<file path="src/rtc_pkg.sv">
// Package with the constants, register map and types of the real-time counter.
package rtc_pkg;

  localparam int NUM_COMPARE = 4;
  localparam int COUNT_BITS  = 24;
  localparam int PRESCALE_W  = 12;
  localparam int DATA_W      = 32;
  localparam int INDEX_W     = 5;
  localparam int PULSE_W     = 4;

  localparam logic [COUNT_BITS-1:0] COUNT_MASK     = {COUNT_BITS{1'b1}};
  localparam logic [COUNT_BITS-1:0] TRIG_OVF_VALUE =
      COUNT_MASK & ~(COUNT_BITS'(4'hF));

  localparam int OVF_EN_BIT = 1;
  localparam int CMP_EN_BIT = 16;

  typedef enum logic [1:0] {
    REQ_TICK  = 2'd0,
    REQ_WRITE = 2'd1,
    REQ_READ  = 2'd2
  } req_e;

  localparam logic [INDEX_W-1:0] IDX_START     = 5'd0;
  localparam logic [INDEX_W-1:0] IDX_STOP      = 5'd1;
  localparam logic [INDEX_W-1:0] IDX_CLEAR     = 5'd2;
  localparam logic [INDEX_W-1:0] IDX_TRIGOVF   = 5'd3;
  localparam logic [INDEX_W-1:0] IDX_CMP_EVT0  = 5'd4;
  localparam logic [INDEX_W-1:0] IDX_OVF_EVT   = 5'd8;
  localparam logic [INDEX_W-1:0] IDX_INTENSET  = 5'd9;
  localparam logic [INDEX_W-1:0] IDX_INTENCLR  = 5'd10;
  localparam logic [INDEX_W-1:0] IDX_EVTENSET  = 5'd11;
  localparam logic [INDEX_W-1:0] IDX_EVTENCLR  = 5'd12;
  localparam logic [INDEX_W-1:0] IDX_COUNTER   = 5'd13;
  localparam logic [INDEX_W-1:0] IDX_CMP_VAL0  = 5'd14;

  typedef struct packed {
    logic               overflow_pulse;
    logic [PULSE_W-1:0] compare_pulse;
    logic               irq;
    logic [DATA_W-1:0]  read_data;
  } result_t;

  localparam int RESULT_W = $bits(result_t);
  localparam int OUT_TDATA_W = ((RESULT_W + 7) / 8) * 8;
  localparam int IN_FIELDS_W = INDEX_W + DATA_W;
  localparam int IN_TDATA_W  = ((IN_FIELDS_W + 7) / 8) * 8;

endpackage

</file>
<file path="src/rtc_counter_compare_overflow_unit.sv">
// Top level of the real-time counter with compare channels and overflow flag.
//
//  Channel     Direction  Contents
//  s_axis      in         tuser: req_type; tdata: reg_index, write_data
//  m_axis      out        tdata: read_data, irq, compare_pulse, overflow_pulse
//  cfg         in         cfg_we_i / cfg_wdata_i: prescale
//
// Each item is processed in the cycle it is accepted and its result is registered
// for m_axis; one item per cycle is sustained while m_axis keeps taking results.
// The result register is backed by a skid register; s_axis_tready drops only
// when both hold results that m_axis has not taken.
// Reset clears all counter state, flags, enables and compare values.
module rtc_counter_compare_overflow_unit (
  input  logic                               clk_i,
  input  logic                               rst_ni,
  input  logic                               cfg_we_i,
  input  logic [rtc_pkg::PRESCALE_W-1:0]     cfg_wdata_i,
  input  logic                               s_axis_tvalid,
  output logic                               s_axis_tready,
  // Fields from bit 0: reg_index[4:0], write_data[36:5], zero padding.
  input  logic [rtc_pkg::IN_TDATA_W-1:0]     s_axis_tdata,
  // Fields from bit 0: req_type[1:0].
  input  logic [1:0]                         s_axis_tuser,
  output logic                               m_axis_tvalid,
  input  logic                               m_axis_tready,
  // Fields from bit 0: read_data[31:0], irq[32], compare_pulse[36:33],
  // overflow_pulse[37], zero padding.
  output logic [rtc_pkg::OUT_TDATA_W-1:0]    m_axis_tdata
);

  logic [rtc_pkg::PRESCALE_W-1:0] prescale_q;
  logic                           running_q, running_d;
  logic [rtc_pkg::PRESCALE_W-1:0] phase_q, phase_d;
  logic [rtc_pkg::COUNT_BITS-1:0] count_q, count_d;
  logic [rtc_pkg::COUNT_BITS-1:0] cmp_val_q [rtc_pkg::NUM_COMPARE];
  logic [rtc_pkg::COUNT_BITS-1:0] cmp_val_d [rtc_pkg::NUM_COMPARE];
  logic [rtc_pkg::NUM_COMPARE-1:0] cmp_flag_q, cmp_flag_d;
  logic                           ovf_flag_q, ovf_flag_d;
  logic [rtc_pkg::DATA_W-1:0]     irq_en_q, irq_en_d;
  logic [rtc_pkg::DATA_W-1:0]     evt_en_q, evt_en_d;

  logic                           out_valid_q, out_valid_d;
  rtc_pkg::result_t               out_q, out_d;
  logic                           skid_valid_q, skid_valid_d;
  rtc_pkg::result_t               skid_q, skid_d;

  rtc_pkg::req_e                  req;
  logic [rtc_pkg::INDEX_W-1:0]    idx;
  logic [rtc_pkg::DATA_W-1:0]     wdata;
  logic                           data_nz;
  logic [rtc_pkg::COUNT_BITS-1:0] count_inc;
  rtc_pkg::result_t               res;
  logic                           push, pop;

  assign req       = rtc_pkg::req_e'(s_axis_tuser);
  assign idx       = s_axis_tdata[rtc_pkg::INDEX_W-1:0];
  assign wdata     = s_axis_tdata[rtc_pkg::IN_FIELDS_W-1:rtc_pkg::INDEX_W];
  assign data_nz   = |wdata;
  assign count_inc = count_q + rtc_pkg::COUNT_BITS'(1);

  assign s_axis_tready = !skid_valid_q;
  assign push          = s_axis_tvalid && s_axis_tready;
  assign pop           = out_valid_q && m_axis_tready;

  always_comb begin
    running_d  = running_q;
    phase_d    = phase_q;
    count_d    = count_q;
    cmp_val_d  = cmp_val_q;
    cmp_flag_d = cmp_flag_q;
    ovf_flag_d = ovf_flag_q;
    irq_en_d   = irq_en_q;
    evt_en_d   = evt_en_q;
    res        = '0;

    if (push) begin
      case (req)
        rtc_pkg::REQ_TICK: begin
          if (running_q) begin
            if (phase_q < prescale_q) begin
              phase_d = phase_q + rtc_pkg::PRESCALE_W'(1);
            end else begin
              phase_d = '0;
              count_d = count_inc;
              for (int n = 0; n < rtc_pkg::NUM_COMPARE; n++) begin
                if (count_inc == cmp_val_q[n]) begin
                  cmp_flag_d[n] = 1'b1;
                  res.compare_pulse[n] = evt_en_q[rtc_pkg::CMP_EN_BIT + n];
                end
              end
              if (count_inc == '0) begin
                ovf_flag_d = 1'b1;
                res.overflow_pulse = evt_en_q[rtc_pkg::OVF_EN_BIT];
              end
            end
          end
        end
        rtc_pkg::REQ_WRITE: begin
          case (idx)
            rtc_pkg::IDX_START: begin
              if (data_nz && !running_q) begin
                running_d = 1'b1;
                phase_d   = '0;
              end
            end
            rtc_pkg::IDX_STOP: begin
              if (data_nz) begin
                running_d = 1'b0;
              end
            end
            rtc_pkg::IDX_CLEAR: begin
              if (data_nz) begin
                count_d = '0;
                phase_d = '0;
              end
            end
            rtc_pkg::IDX_TRIGOVF: begin
              if (data_nz) begin
                count_d = rtc_pkg::TRIG_OVF_VALUE;
                phase_d = '0;
              end
            end
            rtc_pkg::IDX_OVF_EVT:  ovf_flag_d = data_nz;
            rtc_pkg::IDX_INTENSET: irq_en_d = irq_en_q | wdata;
            rtc_pkg::IDX_INTENCLR: irq_en_d = irq_en_q & ~wdata;
            rtc_pkg::IDX_EVTENSET: evt_en_d = evt_en_q | wdata;
            rtc_pkg::IDX_EVTENCLR: evt_en_d = evt_en_q & ~wdata;
            default: begin
              for (int n = 0; n < rtc_pkg::NUM_COMPARE; n++) begin
                if (idx == rtc_pkg::IDX_CMP_EVT0 + rtc_pkg::INDEX_W'(n)) begin
                  cmp_flag_d[n] = data_nz;
                end
                if (idx == rtc_pkg::IDX_CMP_VAL0 + rtc_pkg::INDEX_W'(n)) begin
                  cmp_val_d[n] = wdata[rtc_pkg::COUNT_BITS-1:0];
                end
              end
            end
          endcase
        end
        rtc_pkg::REQ_READ: begin
          case (idx)
            rtc_pkg::IDX_OVF_EVT:  res.read_data = rtc_pkg::DATA_W'(ovf_flag_q);
            rtc_pkg::IDX_INTENSET,
            rtc_pkg::IDX_INTENCLR: res.read_data = irq_en_q;
            rtc_pkg::IDX_EVTENSET,
            rtc_pkg::IDX_EVTENCLR: res.read_data = evt_en_q;
            rtc_pkg::IDX_COUNTER:  res.read_data = rtc_pkg::DATA_W'(count_q);
            default: begin
              for (int n = 0; n < rtc_pkg::NUM_COMPARE; n++) begin
                if (idx == rtc_pkg::IDX_CMP_EVT0 + rtc_pkg::INDEX_W'(n)) begin
                  res.read_data = rtc_pkg::DATA_W'(cmp_flag_q[n]);
                end
                if (idx == rtc_pkg::IDX_CMP_VAL0 + rtc_pkg::INDEX_W'(n)) begin
                  res.read_data = rtc_pkg::DATA_W'(cmp_val_q[n]);
                end
              end
            end
          endcase
        end
        default: begin
        end
      endcase
    end

    res.irq = ovf_flag_d && irq_en_d[rtc_pkg::OVF_EN_BIT];
    for (int n = 0; n < rtc_pkg::NUM_COMPARE; n++) begin
      if (cmp_flag_d[n] && irq_en_d[rtc_pkg::CMP_EN_BIT + n]) begin
        res.irq = 1'b1;
      end
    end
  end

  always_comb begin
    out_valid_d  = out_valid_q;
    out_d        = out_q;
    skid_valid_d = skid_valid_q;
    skid_d       = skid_q;
    if (pop) begin
      if (skid_valid_q) begin
        out_d        = skid_q;
        skid_valid_d = 1'b0;
      end else begin
        out_valid_d = push;
        out_d       = res;
      end
    end else if (push) begin
      if (!out_valid_q) begin
        out_valid_d = 1'b1;
        out_d       = res;
      end else begin
        skid_valid_d = 1'b1;
        skid_d       = res;
      end
    end
  end

  always_ff @(posedge clk_i or negedge rst_ni) begin
    if (!rst_ni) begin
      prescale_q   <= '0;
      running_q    <= 1'b0;
      phase_q      <= '0;
      count_q      <= '0;
      cmp_val_q    <= '{default: '0};
      cmp_flag_q   <= '0;
      ovf_flag_q   <= 1'b0;
      irq_en_q     <= '0;
      evt_en_q     <= '0;
      out_valid_q  <= 1'b0;
      skid_valid_q <= 1'b0;
    end else begin
      if (cfg_we_i) begin
        prescale_q <= cfg_wdata_i;
      end
      running_q    <= running_d;
      phase_q      <= phase_d;
      count_q      <= count_d;
      cmp_val_q    <= cmp_val_d;
      cmp_flag_q   <= cmp_flag_d;
      ovf_flag_q   <= ovf_flag_d;
      irq_en_q     <= irq_en_d;
      evt_en_q     <= evt_en_d;
      out_valid_q  <= out_valid_d;
      skid_valid_q <= skid_valid_d;
    end
  end

  always_ff @(posedge clk_i) begin
    out_q  <= out_d;
    skid_q <= skid_d;
  end

  assign m_axis_tvalid = out_valid_q;
  assign m_axis_tdata  = rtc_pkg::OUT_TDATA_W'(out_q);

endmodule

</file>
<file path="config.mk">
export PLATFORM = sky130hd
export DESIGN_NAME = rtc_counter_compare_overflow_unit
export DESIGN_NICKNAME = d
export VERILOG_FILES = /design/src/rtc_pkg.sv /design/src/rtc_counter_compare_overflow_unit.sv
export SDC_FILE = /design/constraint.sdc
export NUM_CORES = 1
export LEC_CHECK = 0
export ABC_CLOCK_PERIOD_IN_PS = 11460
export BUFFER_PORTS_ARGS = -buffer_cell sky130_fd_sc_hd__buf_2
export CAP_MARGIN = 20
export CORE_ASPECT_RATIO = 0.9
export CORE_MARGIN = 3
export CORE_UTILIZATION = 25
export DETAILED_ROUTE_END_ITERATION = 12
export GPL_TIMING_DRIVEN = 1
export PLACE_DENSITY = 0.4
export SLEW_MARGIN = 25
export SYNTH_ARGS = -nofsm -noshare
export SYNTH_HDL_FRONTEND = slang
export SYNTH_SLANG_ARGS = --single-unit
</file>
<file path="constraint.sdc">
create_clock -name clk_i -period 11.46 [get_ports clk_i]
set_input_delay 2.292 -clock clk_i [delete_from_list [all_inputs] [get_ports clk_i]]
set_output_delay 2.292 -clock clk_i [all_outputs]
set_load 0.005 [all_outputs]
</file>
## After elaboration in Yosys (flattened, before gate mapping)

Index checks and enable logic that the tools add are counted.

| storage, ports and cells | value |
|---|---|
| flip-flop bits (word level) | 292 |
| word-level logic and storage cells | 177 |
| bits of input ports | 59 |

| cells by class | value |
|---|---|
| equality and inequality tests | 35 |
| add/subtract/negate cells | 2 |
| bitwise gates (word level) | 7 |
| mux-type cells | 72 |
| reductions and logical operators | 37 |
| magnitude comparators | 1 |

Operator list:

| kind | number |
|---|---|
| $mux 32 | 9 |
| $mux 38 | 4 |
| $pmux 32 s2 | 2 |
| $pmux 32 s4 | 1 |
| $eq 24x24->1 | 4 |
| $mux 24 | 4 |
| $pmux 24 s2 | 2 |
| $and 32x32->32 | 2 |
| $or 32x32->32 | 2 |
| $mux 12 | 4 |
| $pmux 12 s2 | 2 |
| $eq 5x4->1 const B | 8 |
| $mux 20 | 2 |
| $not 32->32 | 1 |
| $reduce_or 32->1 | 1 |
| $mux 1 | 31 |
| $add 24x1->24 const B | 1 |
| $logic_not 24->1 | 1 |
| $eq 5x3->1 const B | 4 |
| $mux 5 | 4 |
| $ne 3x3->1 const B | 6 |
| $mux 4 | 4 |
| $reduce_and 4->1 | 4 |
| $add 12x1->12 const B | 1 |
| 23 further kinds | 50 |

## Depth between registers and ports, before layout

Gate-level depths: netlist of run 1.

| logic depth | value |
|---|---|
| depth in word-level cells | 15 |
| depth in mapped cells | 13 |
| mapped depth without buffers | 11 |

## Least setup slack after synthesis of run 1

Ideal clock, no wire load.

| path | value |
|---|---|
| path kind | input-to-reg |
| from | input s_axis_tvalid |
| to | register skid_q[0] (netlist bit), enable pin |
| arrival | 5.383 ns |
| setup time | 0.489 ns |
| cell stages on the path | 3 |
| required time | 10.971 ns |
| setup slack | 5.588 ns |
| cell sequence | nand2b_1 clkbuf_1 nor3b_1 |

| between the ends | value |
|---|---|
| longest elaborated chain between the ends | 2 |

Ends and longest elaborated chain:

| item | line | text |
|---|---|---|
| start, declared | rtc_counter_compare_overflow_unit.sv:18 | `input logic s_axis_tvalid,` |
| $logic_and 1x1->1 | rtc_counter_compare_overflow_unit.sv:62 | `assign push = s_axis_tvalid && s_axis_tready;` |
| $reduce_and 3->1 (no source line) | - |  |
| end signal, assigned | rtc_counter_compare_overflow_unit.sv:229 | `skid_q <= skid_d;` |
| end, declared | rtc_counter_compare_overflow_unit.sv:45 | `rtc_pkg::result_t skid_q, skid_d;` |

Every way passes these cells.
A chain may end at the register's enable or synchronous reset.

==> results of run 1 <==
Yosys cell counts (9+ instances only):
master	number	area share
dfrtp_1	216	0.31
nand2_1	195	0.043
mux2_2	125	0.082
clkbuf_1	105	0.023
o21ai_0	102	0.030
nor2_1	98	0.021
edfxtp_1	76	0.13
a31oi_1	73	0.027
a21oi_1	71	0.021
xnor2_1	65	0.033
nor3_1	46	0.013
a21o_1	40	0.017
nand3_1	39	0.011
nor4_1	37	0.013
nand2b_1	30	0.011
nand4_1	30	0.011
a221oi_1	27	0.014
and3_1	26	0.0095
inv_1	26	0.0057
xor2_1	26	0.013
a222oi_1	23	0.013
nor3b_1	16	0.0070
buf_2	14	0.0041
o2111ai_1	14	0.0071
ha_1	13	0.0095
o31ai_1	13	0.0057
nand3b_1	12	0.0052
or3_1	11	0.0040
a22o_1	10	0.0051
a22oi_1	10	0.0044
buf_4	9	0.0039
o211ai_1	9	0.0039
power by group through the flow:
| stage | logic, mW | registers, mW | clock network [mW] |
|---|---|---|---|
| 3_5_place_dp | 0.583 | 1.37 | 0 |
| 6_report | 0.576 | 1.35 | 1.12 |
| 5_1_grt | 0.639 | 1.37 | 1.20 |
| 2_1_floorplan | 0.348 | 1.31 | 0 |
| 3_3_place_gp | 0.577 | 1.36 | 0 |
| 4_1_cts | 0.585 | 1.35 | 1.16 |
cells by family (layout without fill, tap and decap cells):
| group | count (synthesis) | count (layout) | share of synthesized area |
|---|---|---|---|
| and+or+nand+nor | 606 | 606 | 0.1842 |
| AOI/OAI and AO/OA | 459 | 459 | 0.1817 |
| DFF | 292 | 292 | 0.4470 |
| buffers and inverters | 164 | 227 | 0.03892 |
| muxes | 132 | 132 | 0.08592 |
| xor gates and xnor gates | 96 | 96 | 0.05253 |
| adders and majority gates | 13 | 13 | 0.009458 |
| other | 1 | 3 | 0.0002181 |
worst max path at each step:
| stage | to | depth (start not counted) | slack [ns] |
|---|---|---|---|
| 2_1_floorplan | skid_q[0] | 3 | 5.59 |
| 3_3_place_gp | m_axis_tdata[32] | 11 | 5.57 |
| 3_5_place_dp | m_axis_tdata[32] | 11 | 5.57 |
| 4_1_cts | m_axis_tdata[35] | 9 | 5.97 |
| 5_1_grt | m_axis_tdata[35] | 9 | 5.69 |
| 6_report | m_axis_tdata[35] | 9 | 5.85 |
cell type report:
| type | count | area (um2) | share of cell area |
|---|---|---|---|
| diodes | 1 | 2.502 | 0.0001263 |
| clock buffers | 46 | 989.7 | 0.04997 |
| clock inverters | 17 | 146.4 | 0.007391 |
| inverters | 27 | 101.3 | 0.005117 |
| multi-input cells | 1308 | 8969 | 0.4528 |
| flip-flops and latches | 292 | 7687 | 0.3881 |
| well taps | 874 | 1094 | 0.05521 |
| repair buffers | 137 | 817.0 | 0.04125 |
per-stage QoR:
step             util  power (mW)  hold slack, ns
4_1_cts        0.2931       3.093          0.5079
3_5_place_dp   0.2762       1.949          0.4932
2_1_floorplan       -       1.654          0.4719
6_report       0.2931       3.051          0.5049
5_1_grt        0.2931       3.203          0.5153
3_3_place_gp   0.2757       1.940          0.4889
routing by layer:
layer	share of wire	wire length (um)
met5	0	0
met2	0.43	31560
met3	0.071	5195
met4	0.030	2163
met1	0.47	34290
==> metrics.txt, run 1 <==
cts repair resizes 0; number of CTS-inserted buffers 37; HPWL Detailed ~54000 um; Tightest Pin Transition 1.126 ns; most common cell after layout, fill and taps aside dfrtp_1; Die Y between 200 and 300 um; Root Driver clkbuf_16; Max-Cap Viols 0; Crit path max-delay family simple AND/OR/NAND/NOR gates; P&R area growth vs syn 15.17%; R2R Setup Slk ~6 ns; Remaining Overflow, GRT 0; Initial Utilization 0.2545; sequential share of power 0.443; dominant synthesized flop cell dfrtp_1; row count 90; first-pass GRT wire length about 110000 um; grt peak-use layer met2; met1 Track Usage GR 0.2900; top achievable clock speed 178.1 MHz; kind of start point of the critical path flop; Pleak slightly above 8 nW; flops & latches, synth 292; # placed instances 2638; per-cell routed wire length approximately 27 um; fin worst setup slack approximately 5.8 ns; die area 0.07198 mm2; worst-case clock buffer depth 3; clock latency on the worst-skew pair ~0.56 ns; Syn Area/Cell about 10 um2; critical-path maximum fanout 23; post-synthesis cell count between 1500 and 2000; number of flops mapped to enable cells by yosys between 70 and 80; final setup fails 0; DR iter-0 viols 1523; iteration count of the initial detailed-routing pass 6; Hold Path Depth 1; share of layout cells above drive strength 1 0.1998; Sw Ratio 0.3137; setup TNS 0 ns; Finished Layout Cells between 2000 and 3000; warnings from Yosys 0; clock slew at reported path FFs ~0.06 ns; Async SR Flop Fraction 0.7397; Worst Path Arrival between 6 and 7 ns; hold path endpoint irq_en_q[26]; Vias/cell between 5 and 6; status completed; # nets final 1875; cell depth of the worst flop-to-flop path 9; CP max stage cell nor4_4; switching power around 960 uW; post-route cell area ~0.020 mm2; RSZ-0062 raised after global routing no; CTS sink cnt ~290; P_int 2.094 mW; sequential cell area fraction in the yosys report 0.4470; CP peak stage delay ~1.1 ns; All-Layer GR Usage 0.2010; Post-DP Area about 0.019 mm2; combinational power share 0.189; Filler cells 7063; RR Endpoint m_axis_tdata[35]; Critical Path Source count_q[5]; worst slack, placed about 5.6 ns; Post-Route Skew roughly 0.023 ns; GR met3 Demand/Resource 0.04378; hold_sp irq_en_q[26]; Routed Antenna Nets 0; vias in the first global route 14568; final wirelength around 73000 um; IO buf count 95; largest net degree at the start of global routing 81; required time worst endpoint between 10 and 15 ns; maximum VDD drop between 80 and 90 uV; Slew Viols, Final 0; initial antenna violation count 2; grt met2 use 0.3020; TritonCTS clock tree built; detailed-route DRC error count 0; Final Hold Fails 0; Critical R2R Launch count_q[5]; clock share of power 0.368; total vias in the final route between 15000 and 20000; I/O pin total approximately 100; H-tree levels 2; worst path cell trace nand4_1, nor4_4, nor3b_1, a2111o_1, or3_1, nor4_1, nand4_1, nor3_1, a22o_1; CP bufs+invs 0; Synth cell types between 80 and 90; postcts setup bufs 0; gpl congestion between 0.9 and 1; Slew headroom 0.2451; crit path time final approximately 5.6 ns; Core Region a little under 0.07 mm2; min-delay worst type flop to flop; period utilization 0.4899; kind of critical path flop to flop; commonest cells after routing, fill and taps aside dfrtp_1, nand2_1, mux2_2; CP Capture Type flop; CP most frequent cell nand4_1; pwr/cell area roughly 150 mW/mm2; Die X-Extent about 280 um; Synth Cell Area between 0.015 and 0.02 mm2; cts hold-fix bufs 0
(Power assumes the default switching activity.)
==> run 2, diff against run 1 <==
- ABC_AREA: default -> 1
- ABC_CLOCK_PERIOD_IN_PS: 11460 -> 5650
- clock period: 11.46 -> 5.65 ns (I/O delays scaled with it)
==> run 2 against run 1 <==
- register-to-register slack worse by 4.4 ns
- utilization up 0.41 points
- maximum frequency up 32%
- routed wire length down 10%
- setup slack worse by 4.4 ns
- flip-flop and latch count unchanged
- sequential power up 120%
- area after synthesis down 4.6%
- final cell count up 16%
- critical endpoint is now m_axis_tdata[32]
==> metrics.txt, run 2 <==
CP most frequent cell nand2_1; initial antenna violation count 2 (unchanged); Root Driver clkbuf_16; dominant synthesized flop cell dfrtp_1; Initial Utilization 0.2543 (-0.0002708); largest net degree at the start of global routing 126 (+56%); Max-Cap Viols 0 (unchanged); Syn Area/Cell 7.567 um2 (-22%); crit path time final 4.241 ns (-1.374 ns); CP bufs+invs 1 (+1); TritonCTS clock tree built; top cell type's share of synthesized area 0.3295 (+0.01517); Slew Viols, Final 0 (unchanged); Vias/cell 4.811 (-14%); Die Y 249.0 um (-2.3%); min-delay worst type flop to flop; status completed; warnings from Yosys 0 (unchanged); Worst Path Arrival 4.66 ns (-1.38 ns); pwr/cell area 403.4 mW/mm2 (+160%); Final Hold Fails 0 (unchanged); period utilization 0.7506 (+0.2606); cts hold-fix bufs 0 (unchanged); required time worst endpoint 6.07 ns (-5.82 ns); kind of start point of the critical path flop; clock slew at reported path FFs 0.05 ns (about the same); worst path cell trace ha_1, nand3_1, nor2_4, nand2_1, nand2_2, nand2_1, nand2_1, nand3_1, nor2_1, nand3_1, nor2_1, nand3_1, nand2_1, nand2_1, nand2_1, nand3_1, nand2_1, inv_1, nand2_2, nand2_1, nand2_1; top cells by count, synth nand2_1, o21ai_0, inv_1; maximum VDD drop 217.6 uV (+150%); Filler cells 7009 (-0.76%); gpl congestion 0.9148 (-1.1%); share of layout cells above drive strength 1 0.1071 (-0.09265); Pleak 8.580 nW (+5.9%); Critical R2R Launch count_q[0]; # nets final 2330 (+24%); P&R area growth vs syn 16.92%; HPWL Detailed 47570 um (-12%); Async SR Flop Fraction 0.7397 (unchanged); Synth cell types 49 (-43%); I/O pin total 101 (unchanged); Synth area leader dfrtp_1; All-Layer GR Usage 0.1892 (-0.01182); commonest cells after routing, fill and taps aside nand2_1, o21ai_0, inv_1; Core Region 0.06452 mm2 (-4.5%); Crit path max-delay family simple AND/OR/NAND/NOR gates; Remaining Overflow, GRT 0 (unchanged); clock latency on the worst-skew pair 0.56 ns (about the same); Final Util 0.2973 (+0.004149); grt peak-use layer met2; number of flops mapped to enable cells by yosys 76 (unchanged); setup TNS 0 ns (unchanged); met1 Track Usage GR 0.2796 (-0.01038); Routed Antenna Nets 0 (unchanged); Synth Cell Area 0.01641 mm2 (-4.6%); Die X-Extent 276.0 um (-2.3%); kind of critical path flop to flop; detailed-route DRC error count 0 (unchanged); flops & latches, synth 292 (unchanged); total vias in the final route 15117 (+0.45%); worst-case clock buffer depth 3 (unchanged); critical-path maximum fanout 10 (-57%); top achievable clock speed 235.8 MHz (+32%); CTS sink cnt 292 (unchanged); most common cell after layout, fill and taps aside nand2_1; GR met3 Demand/Resource 0.02474 (-0.01904); postcts setup bufs 0 (unchanged); die area 0.06874 mm2 (-4.5%); post-synthesis cell count 2168 (+23%); sequential cell area fraction in the yosys report 0.4686 (+0.02158); DR iter-0 viols 1119 (-27%); row count 88 (-2.2%); IO buf count 95 (unchanged); first-pass GRT wire length 98640 um (-6.6%); sequential cell area 0.007687 mm2 (unchanged); final wirelength 65830 um (-10%); cts repair resizes 0 (unchanged); area of the multi-input gates 0.007497 mm2 (-16%); Tightest Pin Transition 1.073 ns (-0.05346 ns); grt met2 use 0.2903 (-0.01172); CP Capture Type flop; CP max stage cell dfrtp_1; iteration count of the initial detailed-routing pass 6 (unchanged); H-tree levels 2 (unchanged); CP peak stage delay 0.64 ns (-0.44 ns); vias in the first global route 14791 (+1.5%); final setup fails 0 (unchanged); RSZ-0062 raised after global routing no; Critical Path Source count_q[0]; ranking of synthesized cells by area dfrtp_1, edfxtp_1, nand2_1; per-cell routed wire length 20.95 um (-23%); number of CTS-inserted buffers 38 (+2.7%); most frequent cell after synthesis nand2_1; Diodes inserted 0 (-1); Slew headroom 0.2805 (+0.03531); Post-Route Skew 0.01879 ns (-0.003798 ns)
-- run 2: changes by cell type in the layout (fill, tap and decap cells not counted), moves of 73 or more --
cell,delta
o21ai_0,+192
a31oi_1,-73
nand2_1,+402
mux2_2,-124
nor2_1,+76
nand3_1,+106
inv_1,+224
-- run 2: worst reg2reg max path, delay by kind of cell, from the launching register on --
family,cells,cell delay (ns)
fa+ha+maj,1,0.45
simple gates,19,2.99
buf+inv,1,0.04
flops,1,0.64
-- run 2: layout make-up --
class	count	area share
Clock buffer	55	0.05610
Sequential cell	292	0.4008
Inverter	255	0.04990
Clock inverter	14	0.006718
Tap cell	855	0.05577
Multi-Input combinational cell	1543	0.3908
Timing Repair Buffer	128	0.03992
-- run 2: where the power goes --
group          switching [mW]  internal [mW]  leakage [nW]
Combinational            1.63          0.739          4.42
Sequential              0.379           2.59          3.58
Clock                   0.986           1.42         0.585
-- run 2: metal layers --
layer,routed length [um],up-vias,share of wire
li1,-,7348,-
met1,32360,7276,0.49
met2,28640,425,0.44
met3,3374,68,0.051
met4,1460,0,0.022
met5,0,-,0
-- run 2: cell families (layout without fill, tap and decap cells) --
| logic type | Yosys count | after routing | share of synthesized area |
|---|---|---|---|
| other | 1 | 2 | 0.0002286 |
| and+or+nand+nor | 1030 | 1030 | 0.2675 |
| buffers and inverters | 334 | 452 | 0.07817 |
| xor gates and xnor gates | 32 | 32 | 0.01708 |
| adders and majority gates | 13 | 13 | 0.009915 |
| DFF | 292 | 292 | 0.4686 |
| muxes | 1 | 1 | 0.0006863 |
| AOI/OAI and AO/OA | 465 | 465 | 0.1579 |
-- run 2: path summary, 6_finish.rpt --
check | endpoint | slack [ns] | cells after the start
min | flop | 0.49 | 2
min in group asynchronous | async pin | 0.60 | 1
min reg2reg | flop | 0.49 | 2
max reg2reg | m_axis_tdata[32] | 1.41 | 21
max in group asynchronous | skid_valid_q | 3.73 | 2
max | m_axis_tdata[32] | 1.41 | 21
-- run 2: stage by stage --
stage / setup slack [ns] / total power, mW / hold slack [ns] / cell area, um2 / cells
2_1_floorplan: 1.150 / 4.412 / 0.4530 / 16410 / 2169
4_1_cts: 1.481 / 7.809 / 0.4912 / 19180 / 3142
3_3_place_gp: 1.345 / 5.322 / 0.4675 / 17950 / 3072
6_report: 1.409 / 7.738 / 0.4854 / 19180 / 3142
5_1_grt: 1.179 / 8.239 / 0.5203 / 19180 / 3142
3_5_place_dp: 1.306 / 5.357 / 0.4768 / 17980 / 3073
==> run 3, diff against run 2 <==
- ABC_CLOCK_PERIOD_IN_PS: 5650 -> 3700
- PLACE_DENSITY: 0.4 -> 0.41
- clock period: 5.65 -> 3.7 ns (I/O delays scaled with it)
==> run 3 against run 2 <==
- register-to-register slack worse by 1.2 ns
- flip-flop and latch count unchanged
- non-clock buffer count up 59
- first-iteration DRC count up 16%
- clock skew up 0.00060 ns
- clock power up 58%
- maximum frequency up 23%
- hold slack worse by 0.42 ns
- clock-buffer cell count down 4
==> metrics.txt, run 3 (synthesis results as in run 2) <==
status completed; vias in the first global route 15273 (+3.3%); share of layout cells above drive strength 1 0.1321 (+0.02501); Die X-Extent 276.0 um (unchanged); Core Region 0.06452 mm2 (unchanged); I/O pin total 101 (unchanged); Tightest Pin Transition 0.7317 ns (-0.3410 ns); kind of critical path flop to flop; CTS sink cnt 292 (unchanged); Initial Utilization 0.2543 (unchanged); Post-Route Skew 0.01939 ns (+0.0006020 ns); first-pass GRT wire length 99550 um (+0.92%); largest net degree at the start of global routing 72 (-43%); P&R area growth vs syn 20.02%; # nets final 2390 (+2.6%); IO buf count 95 (unchanged); postcts setup bufs 0 (unchanged); setup TNS 0 ns (unchanged); kind of start point of the critical path flop; maximum VDD drop 285.0 uV (+31%); final setup fails 0 (unchanged); Final Hold Fails 0 (unchanged); pwr/cell area 616.4 mW/mm2 (+53%); worst-case clock buffer depth 3 (unchanged); Worst Path Arrival 3.87 ns (-0.79 ns); die area 0.06874 mm2 (unchanged); Max-Cap Viols 0 (unchanged); Remaining Overflow, GRT 0 (unchanged); detailed-route DRC error count 0 (unchanged); Slew Viols, Final 0 (unchanged); Final Power 12.14 mW (+57%); crit path time final 3.454 ns (-0.7872 ns); critical-path maximum fanout 9 (-1); RSZ-0062 raised after global routing no; CP Capture Type flop; period utilization 0.9334 (+0.1828); Die Y 249.0 um (unchanged); Root Driver clkbuf_16; most common cell after layout, fill and taps aside nand2_1; min-delay worst type input pin to async pin; total vias in the final route 15503 (+2.6%); required time worst endpoint 4.11 ns (-1.96 ns); Routed Antenna Nets 0 (unchanged); Slew headroom 0.5117 (+0.2312); Pleak 8.907 nW (+3.8%); Diodes inserted 0 (unchanged); number of CTS-inserted buffers 39 (+2.6%); HPWL Detailed 49260 um (+3.5%); commonest cells after routing, fill and taps aside nand2_1, o21ai_0, inv_1; gpl congestion 0.9322 (+1.9%); Vias/cell 4.843 (+0.66%); top achievable clock speed 289.6 MHz (+23%); final wirelength 65900 um (+0.11%); H-tree levels 2 (unchanged); clock latency on the worst-skew pair 0.56 ns (about the same); DR iter-0 viols 1298 (+16%); per-cell routed wire length 20.59 um (-1.7%); row count 88 (unchanged); initial antenna violation count 1 (-1); All-Layer GR Usage 0.1902 (+0.0009700); TritonCTS clock tree built; clock slew at reported path FFs 0.06 ns (about the same); cts repair resizes 0 (unchanged); iteration count of the initial detailed-routing pass 5 (-1); cts hold-fix bufs 0 (unchanged)
[run 3: per-layer routing]
layer | vias to the layer above | GRT usage | wire length, um
met5 | - | 0 | 0
met3 | 88 | 0.02746 | 3926
met4 | 0 | 0.05280 | 1633
li1 | 7479 | - | -
met1 | 7437 | 0.2774 | 31400
met2 | 499 | 0.2927 | 28940
[run 3: area by class of cell]
cell class              instances  area (um2)
inverters                     255       957.2
fillers                      7005       44830
multi-input cells            1543        7487
clock buffers                  51        1081
well taps                     855        1070
clock inverters                18       181.4
flip-flops and latches        292        7687
repair buffers                187        1226
[run 3: path summary, 6_finish.rpt]
check	from	end	slack (ns)	depth (start not counted)
max reg2reg	count_q[2]	m_axis_tdata[36]	0.25	15
min	rst_ni	count_q[10]	0.06	1
min in group clk_i	cfg_wdata_i[9]	prescale_q[9]	0.39	3
max in group asynchronous	rst_ni	async pin	2.66	2
max	count_q[2]	m_axis_tdata[36]	0.25	15
min reg2reg	irq_en_q[31]	irq_en_q[31]	0.48	2
[run 3: report_power, final]
part	internal [mW]	switching (mW)
Sequential	3.95	0.543
Clock	2.27	1.52
Combinational	1.26	2.59
[run 3: worst max-delay path, cell delays in order, from the launching register on]
cell	delay, ns
dfrtp_1	0.52
nand3_1	0.38
nand2_1	0.24
nand2_1	0.10
buf_4	0.18
nand2_1	0.08
nand2_1	0.05
nor2_1	0.20
o21ai_0	0.22
nor3_1	0.42
buf_4	0.19
nand4_1	0.08
nor4_1	0.24
buf_4	0.18
nand3_1	0.12
nand2_1	0.11
[run 3: stage by stage]
stage	utilization	cells	hold WS [ns]	setup WS [ns]	cell area, um2
2_1_floorplan	-	2169	0.4444	0.6177	16410
3_3_place_gp	0.2856	3132	0.4663	0.2643	18430
3_5_place_dp	0.2856	3132	0.4737	0.2754	18430
4_1_cts	0.3052	3201	0.04015	0.2688	19690
5_1_grt	0.3052	3201	0.07624	0.01557	19690
6_report	0.3052	3201	0.06417	0.2465	19690
